--- config.mk ---
export PLATFORM = sky130hd
export DESIGN_NAME = uart_receiver_with_fifo_top
export DESIGN_NICKNAME = d
export VERILOG_FILES = /design/src/urx_pkg.sv /design/src/uart_receiver_with_fifo_top.sv /design/src/urx_frame.sv /design/src/urx_fifo.sv
export SDC_FILE = /design/constraint.sdc
export NUM_CORES = 1
export LEC_CHECK = 0
export ABC_AREA = 1
export BUFFER_PORTS_ARGS = -buffer_cell sky130_fd_sc_hd__buf_4
export CAP_MARGIN = 5
export CORE_UTILIZATION = 65
export DETAILED_ROUTE_END_ITERATION = 8
export PLACE_DENSITY = 0.81
export SYNTH_ARGS = -nofsm -noshare
export SYNTH_HDL_FRONTEND = slang
export SYNTH_HIERARCHICAL = 1
export SYNTH_SLANG_ARGS = --single-unit
--- constraint.sdc ---
create_clock -name clock -period 19 [get_ports clock]
set_input_delay 1.9 -clock clock [delete_from_list [all_inputs] [get_ports clock]]
set_output_delay 1.9 -clock clock [all_outputs]
set_load 0.01 [all_outputs]
--- src/urx_pkg.sv ---
package urx_pkg;

   localparam int STOP_LIMIT_W = 8;
   localparam int QLEN_W       = 7;
   localparam int CSR_INDEX_W  = 4;
   localparam int CSR_DATA_W   = 8;
   localparam int AVAIL_W      = 6;

   localparam logic [STOP_LIMIT_W-1:0] RST_STOP_WAIT_LIMIT = 8'd18;
   localparam logic [QLEN_W-1:0]       RST_QUEUE_LENGTH    = 7'd64;
   localparam logic [3:0]              STOP_POSITION       = 4'd9;
   localparam logic [3:0]              FIRST_DATA_POSITION = 4'd1;

   localparam logic [CSR_INDEX_W-1:0] CSR_STOP_WAIT_LIMIT = 4'd0;
   localparam logic [CSR_INDEX_W-1:0] CSR_QUEUE_LENGTH    = 4'd1;

   localparam logic [2:0] OP_START = 3'd0;
   localparam logic [2:0] OP_TICK  = 3'd1;
   localparam logic [2:0] OP_READ  = 3'd2;
   localparam logic [2:0] OP_PEEK  = 3'd3;
   localparam logic [2:0] OP_CLEAR = 3'd4;

   typedef struct packed {
      logic [2:0] operation;
      logic       rx_level;
   } req_type;

   typedef struct packed {
      logic [7:0]         rx_data;
      logic               data_valid;
      logic [AVAIL_W-1:0] available;
      logic               frame_error;
      logic               overflow;
      logic               receiving;
   } rsp_type;

   // what the frame receiver hands to the fifo for one request
   typedef struct packed {
      logic       push;
      logic [7:0] push_byte;
      logic       frame_error;
      logic       receiving;
   } frame_evt_type;

   // fifo status for one request, read data follows in the next cycle
   typedef struct packed {
      logic               data_valid;
      logic               use_mem;
      logic [AVAIL_W-1:0] available;
      logic               overflow;
   } fifo_stat_type;

endpackage

--- src/uart_receiver_with_fifo_top.sv ---
// channel | direction | handshake           | payload
// req     | in        | req_valid/req_ready | req_data  (operation, rx_level)
// rsp     | out       | rsp_valid/rsp_ready | rsp_data  (rx_data .. receiving)
// csr     | in        | csr_valid/csr_ready | csr_index, csr_wdata
//
// one request per cycle while req_ready is high; its response is registered
// in s1 and the output register, the fifo ram read sets the extra stage
// after reset the whole ram (FIFO_DEPTH entries) is zeroed with req_ready low
// a clear request zeroes the ring over its effective length, req_ready low
// a stalled response holds in the output register, one more request is
// taken into the stage behind it
module uart_receiver_with_fifo_top #(
   parameter int FIFO_DEPTH = 64
) (
   input  logic                            clock,
   input  logic                            reset,
   input  logic                            req_valid,
   output logic                            req_ready,
   input  urx_pkg::req_type                req_data,
   output logic                            rsp_valid,
   input  logic                            rsp_ready,
   output urx_pkg::rsp_type                rsp_data,
   input  logic                            csr_valid,
   output logic                            csr_ready,
   input  logic [urx_pkg::CSR_INDEX_W-1:0] csr_index,
   input  logic [urx_pkg::CSR_DATA_W-1:0]  csr_wdata
);
   import urx_pkg::*;

   logic [STOP_LIMIT_W-1:0] stop_wait_limit_ff;
   logic [QLEN_W-1:0]       queue_length_ff;
   logic                    accept, busy;
   frame_evt_type           evt;
   fifo_stat_type           stat;
   logic [7:0]              rd_data;

   logic          s1_valid_ff, s1_valid_in;
   fifo_stat_type s1_stat_ff;
   logic          s1_ferr_ff, s1_recv_ff;
   logic          s1_adv;
   logic          out_valid_ff, out_valid_in;
   rsp_type       out_ff;

   assign csr_ready = 1'b1;

   always_ff @(posedge clock) begin
      if (reset) begin
         stop_wait_limit_ff <= RST_STOP_WAIT_LIMIT;
         queue_length_ff    <= RST_QUEUE_LENGTH;
      end else if (csr_valid) begin
         if (csr_index == CSR_STOP_WAIT_LIMIT) stop_wait_limit_ff <= csr_wdata;
         else if (csr_index == CSR_QUEUE_LENGTH) queue_length_ff <= csr_wdata[QLEN_W-1:0];
      end
   end

   assign s1_adv    = !out_valid_ff || rsp_ready;
   assign req_ready = !busy && (!s1_valid_ff || s1_adv);
   assign accept    = req_valid && req_ready;

   urx_frame u_frame (
      .clock           (clock),
      .reset           (reset),
      .accept          (accept),
      .req             (req_data),
      .stop_wait_limit (stop_wait_limit_ff),
      .evt             (evt)
   );

   urx_fifo #(.FIFO_DEPTH(FIFO_DEPTH)) u_fifo (
      .clock        (clock),
      .reset        (reset),
      .accept       (accept),
      .operation    (req_data.operation),
      .evt          (evt),
      .queue_length (queue_length_ff),
      .stat         (stat),
      .rd_data      (rd_data),
      .busy         (busy)
   );

   always_comb begin
      s1_valid_in = s1_valid_ff;
      if (accept)      s1_valid_in = 1'b1;
      else if (s1_adv) s1_valid_in = 1'b0;
      out_valid_in = out_valid_ff;
      if (s1_valid_ff && s1_adv) out_valid_in = 1'b1;
      else if (rsp_ready)        out_valid_in = 1'b0;
   end

   always_ff @(posedge clock) begin
      if (reset) begin
         s1_valid_ff  <= 1'b0;
         out_valid_ff <= 1'b0;
      end else begin
         s1_valid_ff  <= s1_valid_in;
         out_valid_ff <= out_valid_in;
      end
   end

   always_ff @(posedge clock) begin
      if (accept) begin
         s1_stat_ff <= stat;
         s1_ferr_ff <= evt.frame_error;
         s1_recv_ff <= evt.receiving;
      end
      if (s1_valid_ff && s1_adv) begin
         // ram data lands the cycle after acceptance
         out_ff.rx_data     <= s1_stat_ff.use_mem ? rd_data : 8'd0;
         out_ff.data_valid  <= s1_stat_ff.data_valid;
         out_ff.available   <= s1_stat_ff.available;
         out_ff.frame_error <= s1_ferr_ff;
         out_ff.overflow    <= s1_stat_ff.overflow;
         out_ff.receiving   <= s1_recv_ff;
      end
   end

   assign rsp_valid = out_valid_ff;
   assign rsp_data  = out_ff;

endmodule

--- src/urx_frame.sv ---
module urx_frame (
   input  logic                            clock,
   input  logic                            reset,
   input  logic                            accept,
   input  urx_pkg::req_type                req,
   input  logic [urx_pkg::STOP_LIMIT_W-1:0] stop_wait_limit,
   output urx_pkg::frame_evt_type          evt
);
   import urx_pkg::*;

   logic [3:0]              bit_pos_ff, bit_pos_in;
   logic [7:0]              shift_ff, shift_in;
   logic [STOP_LIMIT_W-1:0] stop_cnt_ff, stop_cnt_in;
   logic [2:0]              bit_sel;

   assign bit_sel = 3'(bit_pos_ff - 4'd1);

   always_comb begin
      bit_pos_in      = bit_pos_ff;
      shift_in        = shift_ff;
      stop_cnt_in     = stop_cnt_ff;
      evt.push        = 1'b0;
      evt.push_byte   = shift_ff;
      evt.frame_error = 1'b0;
      unique case (req.operation)
         OP_START: begin
            if (bit_pos_ff == 4'd0 && !req.rx_level) begin
               bit_pos_in = FIRST_DATA_POSITION;
               shift_in   = 8'd0;
            end else begin
               evt.frame_error = 1'b1;
            end
         end
         OP_TICK: begin
            if (bit_pos_ff == 4'd0) begin
               // idle, tick ignored
            end else if (bit_pos_ff < STOP_POSITION) begin
               if (req.rx_level) shift_in[bit_sel] = 1'b1;
               bit_pos_in = bit_pos_ff + 4'd1;
            end else if (req.rx_level) begin
               stop_cnt_in = '0;
               evt.push    = 1'b1;
               bit_pos_in  = 4'd0;
            end else if (stop_cnt_ff >= stop_wait_limit) begin
               // stop wait exhausted, abort the frame
               stop_cnt_in     = '0;
               evt.frame_error = 1'b1;
               bit_pos_in      = 4'd0;
            end else begin
               stop_cnt_in = stop_cnt_ff + STOP_LIMIT_W'(1);
            end
         end
         default: begin
         end
      endcase
      evt.receiving = (bit_pos_in != 4'd0);
   end

   always_ff @(posedge clock) begin
      if (reset) begin
         bit_pos_ff  <= 4'd0;
         stop_cnt_ff <= '0;
      end else if (accept) begin
         bit_pos_ff  <= bit_pos_in;
         stop_cnt_ff <= stop_cnt_in;
      end
   end

   always_ff @(posedge clock) begin
      if (accept) shift_ff <= shift_in;
   end

endmodule

--- src/urx_fifo.sv ---
module urx_fifo #(
   parameter int FIFO_DEPTH = 64
) (
   input  logic                      clock,
   input  logic                      reset,
   input  logic                      accept,
   input  logic [2:0]                operation,
   input  urx_pkg::frame_evt_type    evt,
   input  logic [urx_pkg::QLEN_W-1:0] queue_length,
   output urx_pkg::fifo_stat_type    stat,
   output logic [7:0]                rd_data,
   output logic                      busy
);
   import urx_pkg::*;

   localparam int IW = $clog2(FIFO_DEPTH);
   localparam int LW = $clog2(FIFO_DEPTH + 1);
   localparam int CW = ((LW > QLEN_W) ? LW : QLEN_W) + 1;
   localparam int SW = (LW > AVAIL_W) ? LW : AVAIL_W + 1;
   localparam logic [CW-1:0] DEPTH_C = CW'(FIFO_DEPTH);
   localparam logic [SW-1:0] AVAIL_MAX = SW'((1 << AVAIL_W) - 1);

   logic [7:0]    mem [FIFO_DEPTH];
   logic [7:0]    rd_data_ff;
   logic [IW-1:0] wi_ff, wi_in, ri_ff, ri_in;
   logic [IW-1:0] wi_n, ri_n, wi_inc, ri_inc;
   logic [LW-1:0] len, count, count_in;
   logic [CW-1:0] qlen_ext, len_c;
   logic [SW-1:0] count_ext;
   logic          full, do_push, do_read, do_peek, do_clear;
   logic          sweep_ff, sweep_in;
   logic [LW-1:0] sweep_cnt_ff, sweep_cnt_in, sweep_end_ff, sweep_end_in;
   logic          we;
   logic [IW-1:0] waddr;
   logic [7:0]    wdata;

   // effective ring length, clamped to 2..depth
   always_comb begin
      qlen_ext = CW'(queue_length);
      if (qlen_ext < CW'(2))       len_c = CW'(2);
      else if (qlen_ext > DEPTH_C) len_c = DEPTH_C;
      else                         len_c = qlen_ext;
      len = LW'(len_c);
   end

   // indices beyond a shrunk length fall back to zero
   assign wi_n = (LW'(wi_ff) >= len) ? '0 : wi_ff;
   assign ri_n = (LW'(ri_ff) >= len) ? '0 : ri_ff;
   assign wi_inc = (LW'(wi_n) + LW'(1) >= len) ? '0 : IW'(LW'(wi_n) + LW'(1));
   assign ri_inc = (LW'(ri_n) + LW'(1) >= len) ? '0 : IW'(LW'(ri_n) + LW'(1));

   assign count = (wi_n >= ri_n) ? LW'(wi_n) - LW'(ri_n)
                                 : len + LW'(wi_n) - LW'(ri_n);
   assign full  = (count >= len - LW'(1));

   assign do_push  = (operation == OP_TICK) && evt.push && !full;
   assign do_read  = (operation == OP_READ) && (count != '0);
   assign do_peek  = (operation == OP_PEEK);
   assign do_clear = (operation == OP_CLEAR);

   always_comb begin
      wi_in    = wi_n;
      ri_in    = ri_n;
      count_in = count;
      if (do_clear) begin
         wi_in    = '0;
         ri_in    = '0;
         count_in = '0;
      end else if (do_push) begin
         wi_in    = wi_inc;
         count_in = count + LW'(1);
      end else if (do_read) begin
         ri_in    = ri_inc;
         count_in = count - LW'(1);
      end
   end

   always_comb begin
      count_ext       = SW'(count_in);
      stat.available  = (count_ext > AVAIL_MAX) ? AVAIL_MAX[AVAIL_W-1:0]
                                                : count_ext[AVAIL_W-1:0];
      stat.data_valid = do_read;
      stat.use_mem    = do_read || do_peek;
      stat.overflow   = (operation == OP_TICK) && evt.push && full;
   end

   // zeroing sweep after reset and on clear, one entry a cycle
   always_comb begin
      sweep_in     = sweep_ff;
      sweep_cnt_in = sweep_cnt_ff;
      sweep_end_in = sweep_end_ff;
      if (sweep_ff) begin
         sweep_cnt_in = sweep_cnt_ff + LW'(1);
         if (sweep_cnt_in == sweep_end_ff) sweep_in = 1'b0;
      end else if (accept && do_clear) begin
         sweep_in     = 1'b1;
         sweep_cnt_in = '0;
         sweep_end_in = len;
      end
   end

   always_ff @(posedge clock) begin
      if (reset) begin
         sweep_ff     <= 1'b1;
         sweep_cnt_ff <= '0;
         sweep_end_ff <= LW'(FIFO_DEPTH);
         wi_ff        <= '0;
         ri_ff        <= '0;
      end else begin
         sweep_ff     <= sweep_in;
         sweep_cnt_ff <= sweep_cnt_in;
         sweep_end_ff <= sweep_end_in;
         if (accept) begin
            wi_ff <= wi_in;
            ri_ff <= ri_in;
         end
      end
   end

   assign we    = sweep_ff || (accept && do_push);
   assign waddr = sweep_ff ? sweep_cnt_ff[IW-1:0] : wi_n;
   assign wdata = sweep_ff ? 8'd0 : evt.push_byte;

   always_ff @(posedge clock) begin
      if (we) mem[waddr] <= wdata;
      if (accept && stat.use_mem) rd_data_ff <= mem[ri_n];
   end

   assign rd_data = rd_data_ff;
   assign busy    = sweep_ff;

endmodule

# After elaboration in Yosys (flattened, before gate mapping)
# Memory sizes are Yosys's and may differ from the RTL's. A register that Yosys moved wholly into a read port is not among the register bits.
# Index checks and enable logic that the tools add are counted.
# W data, S select, Z words.
# word_totals
ff_bits,93
memories,1
out_inout_bits,21
ram_bits,512
elab_cells,153
# memory_table
memory,words,word_bits,rd,rd_ports_with_merged_regs,write_ports,line_no,rtl
u_fifo.mem,64,8,1,1,1,urx_fifo.sv:23,logic [7:0] mem [FIFO_DEPTH];
# classes
n_eq_ne,10
mux,53
n_reduce_logical,35
bitwise_logic,5
order_cmp,13
add_sub_neg,12
# ops
operator,n
$mux W6,10
$mux W7,8
$mux W8,7
$ge A7 B7 Y1,3
$mux W4,5
$mux W1,19
$pmux W8 S2,1
$add A6 B1 Y7 const B,2
$add A7 B1 Y7 const B,2
$ge A6 B7 Y1,2
$sub A7 B1 Y7 const B,2
$logic_and A1 B1 Y1,12
$add A8 B1 Y8 const B,1
$ge A8 B8 Y1,1
$logic_not A4 Y1,2
$or A8 B8 Y8,1
$pmux W4 S2,1
$reduce_bool A2 Y1,4
$add A7 B6 Y7,1
$eq A7 B7 Y1,1
$gt A7 B6 Y1 const B,1
$gt A7 B7 Y1 const B,1
$lt A7 B2 Y1 const B,1
$reduce_bool A7 Y1,1
other kinds (25),39

# Longest topological paths before layout
# depth
depth_word,15
mapped_depth,42
ltp_nobuf,39

# Modules after synthesis
# The synthesis kept the hierarchy.
# modules_own_cells
module,area_per_inst_um2,instances,cells_each
urx_fifo,25748.4,1,2602
uart_receiver_with_fifo_top,1845.5,1,178
urx_frame,1427.6,1,201

# Worst setup path before layout
# OpenSTA, ideal clock, no wires.
# synth_path
kind,reg-to-reg
startpoint,register queue_length_ff[2]
endpoint,memory u_fifo.mem[0][0] (enable)
t_arrival_ns,5.890
path_stages_with_launch,38
path_buffers,4
required_time_ns,18.630
setup_slack_ns,12.739
cell_sequence,dfxtp_1 > nor2_1 > nand3_1 > nand2_1 > inv_1 > o21ai_0 > inv_1 > ha_1 > nand2_1 > nor2_1 > nand2_1 > nand3_1 > nor2_2 > inv_2 > buf_2 > buf_1 > ha_1 > buf_2 > (+2 left out) > nand2_1 > nand3_2 > buf_2 > o21ai_1 > ha_1 > o21ai_0 > nand2_1 > nand2_1 > nand2_1 > nand2_1 > nand2_1 > a21oi_1 > nand2_1 > nand2_1 > nand3_2 > o21ai_4 > nand3_1 > nor2_1
# synth_between
elab_chain_cells,15
word_cells_on_any_way,22
# synth_rtl
element,line_no,rtl
"start, declared",uart_receiver_with_fifo_top.sv:31,logic [QLEN_W-1:0] queue_length_ff;
"start signal, assigned",uart_receiver_with_fifo_top.sv:52,else if (csr_index == CSR_QUEUE_LENGTH) queue_length_ff <= csr_wdata[QLEN_W-1:0];
$gt A7 B7 Y1,urx_fifo.sv:41,else if (qlen_ext > DEPTH_C) len_c = DEPTH_C;
$mux W7,urx_fifo.sv:41,
$mux W7 (*),urx_fifo.sv:40,if (qlen_ext < CW'(2)) len_c = CW'(2);
$ge A6 B7 Y1,urx_fifo.sv:47,assign wi_n = (LW'(wi_ff) >= len) ? '0 : wi_ff;
$mux W6,urx_fifo.sv:47,
$add A7 B6 Y7,urx_fifo.sv:53,: len + LW'(wi_n) - LW'(ri_n);
$sub A7 B6 Y7,urx_fifo.sv:53,
$mux W7,urx_fifo.sv:52,assign count = (wi_n >= ri_n) ? LW'(wi_n) - LW'(ri_n)
$ge A7 B7 Y1,urx_fifo.sv:54,assign full = (count >= len - LW'(1));
$logic_not A1 Y1,urx_fifo.sv:56,assign do_push = (operation == OP_TICK) && evt.push && !full;
$logic_and A1 B1 Y1,urx_fifo.sv:56,
$logic_and A1 B1 Y1,urx_fifo.sv:120,assign we = sweep_ff || (accept && do_push);
$logic_or A1 B1 Y1,urx_fifo.sv:120,
$mux W1,urx_fifo.sv:125,if (we) mem[waddr] <= wdata;
$mux W1 (not written as such),urx_fifo.sv:125,
"end, declared",urx_fifo.sv:23,
# Every way passes the cells marked *; elsewhere a longest branch is shown, timed or not.

# Final worst setup path
# layout_path
startpoint,register queue_length_ff[6]
endpoint,memory u_fifo.mem[8][0] (enable)
# layout_between
elab_chain_cells,15
word_cells_on_any_way,22
# layout_rtl
element,line_no,rtl
$gt A7 B7 Y1,urx_fifo.sv:41,
$mux W7,urx_fifo.sv:41,
$mux W7 (*),urx_fifo.sv:40,
named net u_fifo.len_c[0],urx_fifo.sv:28,"logic [CW-1:0] qlen_ext, len_c;"
$ge A6 B7 Y1,urx_fifo.sv:47,
$mux W6,urx_fifo.sv:47,
$add A7 B6 Y7,urx_fifo.sv:53,
$sub A7 B6 Y7,urx_fifo.sv:53,
$mux W7,urx_fifo.sv:52,
$ge A7 B7 Y1,urx_fifo.sv:54,
$logic_not A1 Y1,urx_fifo.sv:56,
$logic_and A1 B1 Y1,urx_fifo.sv:56,
$logic_and A1 B1 Y1,urx_fifo.sv:120,
$logic_or A1 B1 Y1,urx_fifo.sv:120,
$mux W1,urx_fifo.sv:125,
$mux W1 (not written as such),urx_fifo.sv:125,
# Mark *: on every way through the listed nets, which the timed path passes. The rest lies on a longest branch.

==> run metrics <==
HPWL Detailed=45,850 um; Pwr Total=approximately 0.0028 W; unrepaired setup endpoints after global routing=false; Pins Over Slew Limit=around 140; EDFF count, synth=557; Fmax achieved=0.1092 GHz; area share of the largest cell type after synthesis=between 50 and 60%; die area=0.04550 sq mm; Die H=roughly 210 um; VDD IR max=~0.097 mV; Cells after Synth=between 2,000 and 3,000; Slew HR=-7.690%; WL per Instance=around 21 um; Hold WC Path Type=register to register; Synth Net Count=around 3,000; DP Cell Count=~3,500; Num CTS Buffers=60; DR DRC count=0; Tcrit/Tclk final=~48%; Synth cell types=55; Critical Path Start Type=register; DR iter-0 viols=3,399; hold depth=0; Comb pwr share=under 10%; failing checks=slew limit; critical path data arrival time=around 9.4 ns; die span in x=~210 um; commonest non-fill, non-tap cell in the layout=edfxtp_1; H-tree depth=2; P_int=around 0.0022 W; number of synthesized register bits=slightly above 600; vias per inst=a little over 6; post-route ant nets=0; largest net degree at the start of global routing=316; setup violators final=0; Post-synth ARST share=0%; most frequent cells in the layout=557 x edfxtp_1, 517 x nand2_1, 401 x nor2_1, 395 x inv_1, 371 x nand3_1; Clock power frac=45.4%; # resized after CTS=0; largest fanout on the critical path=20; clk root buf=clkbuf_16; Skew-Pair Late Insertion Delay=0.64 ns; number of diodes=0; CP max stage delay=about 0.8 ns; antenna violations before repair=0; Initial Util=about two thirds; Mapped Area=slightly below 0.03 sq mm; most frequent cell on the critical path=nand2_1; CTS sink cnt=between 600 and 700; register area share after synthesis=between 60% and 70%; Post-synth top flop=edfxtp_1; Sequential Power Share=between 50% and 60%; grt ovf=0; synth top area cells=edfxtp_1 58%, nand2_1 6.7%, nand3_1 6.4%; FF/Latch Area=0.01785 sq mm; Final Non-Filler Cells=3,620; Fillers=between 3,000 and 4,000; Switching Share=between 20% and 30%; number of global-route vias before repair=between 20,000 and 25,000; Setup Buffers After CTS=0; TritonCTS clock tree=done; Pleak=around 13 nW; Total Routing Usage GR=33.56%; Hold WS=between 0.4 and 0.5 ns; max_cap viols=0; IO Pins=42; Worst Clk Skew=approximately 0.028 ns; DR pass1 iterations=6; area of the multi-input gates=approximately 0.0092 sq mm; GRT met1 Usage=approximately 44%; Most Crowded Layer GR=met2; clock tree buffer depth=3; Final min period=a little over 9 ns; CP max stage cell=nor2_1; # port buffers=40; Final Hold Vio Count=0; Vias=21,864; pwr dens=between 80 and 90 mW/mm^2; GR Layer Usage met3=under 10%; worst-case reg-to-reg path depth=32; row count=77; Crit Path Class=register to register; warnings from Yosys=6; Slew @ Worst Pin=between 1.5 and 2 ns; DRT Wirelength=around 75,000 um; worst endpoint required time=a little under 20 ns; first-pass GRT wire length=roughly 110,000 um; hold buffer count at cts=0; # nets final=approximately 3,100; setup TNS=0 ns; area leader, netlist=edfxtp_1; GP Congestion=approximately 0.94; P&R area growth vs syn=10.04%; layout cells sized above 1=between 8 and 9%; status=finished with violations; Switching Power=roughly 0.00057 W; met2 Track Usage GR=approximately 54%; mean post-synth cell area=around 9.7 sq um; Reg clk slew, reported paths=0.06 ns; core area=0.04412 sq mm; crit end category=register
cells in the mapped netlist (13+ instances only):
master and number:
edfxtp_1 557, nand2_1 517, nor2_1 410, inv_1 395, nand3_1 371, o21ai_0 153, clkbuf_1 89, a21oi_1 88
ha_1 62, dfxtp_1 56, o211ai_1 48, nand4_1 47, or2_2 35, buf_2 20, buf_1 13
stage by stage:
stage               cell area, sq um  util, %  setup WS [ns]
floorplan                      29020        -          12.74
global placement               29790    67.52          10.56
detailed placement             29790    67.52          10.16
CTS                            31930    72.37          10.13
global route                   31930    72.37          9.228
finish                         31930    72.37          9.843
kinds of logic after synthesis:
family                     share of synthesized area (%)
AOI/OAI and AO/OA                                  6.088
xor gates and xnor gates                          0.6036
adders and majority gates                          3.156
buffers and inverters                              7.070
DFF                                                61.50
other                                            0.01292
and+or+nand+nor                                    21.57
flip-flops by register name (all words and copies together) (netlist names), 4 cells and up:
signal,cells
u_frame/shift_ff,8
u_fifo/wi_ff,6
u_fifo/mem,512
u_frame/bit_pos_ff,4
u_fifo/sweep_end_ff,7
u_frame/stop_cnt_ff,8
u_fifo/sweep_cnt_ff,7
stop_wait_limit_ff,8
rsp_data,18
s1_stat_ff,9
u_fifo/rd_data,8
queue_length_ff,7
u_fifo/ri_ff,6
worst paths after layout:
check	slack, ns	end	startpoint
max	9.84	u_fifo/mem[8][0]	queue_length_ff[6]
min	0.42	rsp_data[0]	s1_recv_ff
max reg2reg	9.84	u_fifo/mem[8][0]	queue_length_ff[6]
min reg2reg	0.42	rsp_data[0]	s1_recv_ff
area by class of cell:
cell class	count	share of cell area [%]
clock buffer	62	4.725
clock inverter	51	1.975
inverter	407	4.784
multi-input combinational	1834	28.82
sequential	613	55.90
tap	592	2.319
timing repair buffer	61	1.473
critical path, delay by kind of cell, from the launching register on:
family	cells	cell delay [ns]
and+or+nand+nor	21	4.11
AOI/OAI and AO/OA	5	1.60
adders and majority gates	3	1.20
buffers and inverters	3	1.19
DFF	1	0.63
power by group through the flow:
stage	Clock, W	Sequential [W]	Combinational [W]
final	0.00127	0.00146	0.0000656
after global routing	0.00133	0.00146	0.0000709
after CTS	0.00128	0.00146	0.0000635
after detailed placement	0	0.00149	0.0000625
after global placement	0	0.00149	0.0000608
after floorplan	0	0.00149	0.0000387
routing by layer:
layer	wire length, um	part of all wire (%)	up-vias
met1	28290	38	10301
li1	-	-	10018
met4	3360	4.5	0
met5	0	0	-
met3	8464	11	253
met2	34640	46	1292
(Power assumes the default switching activity.)
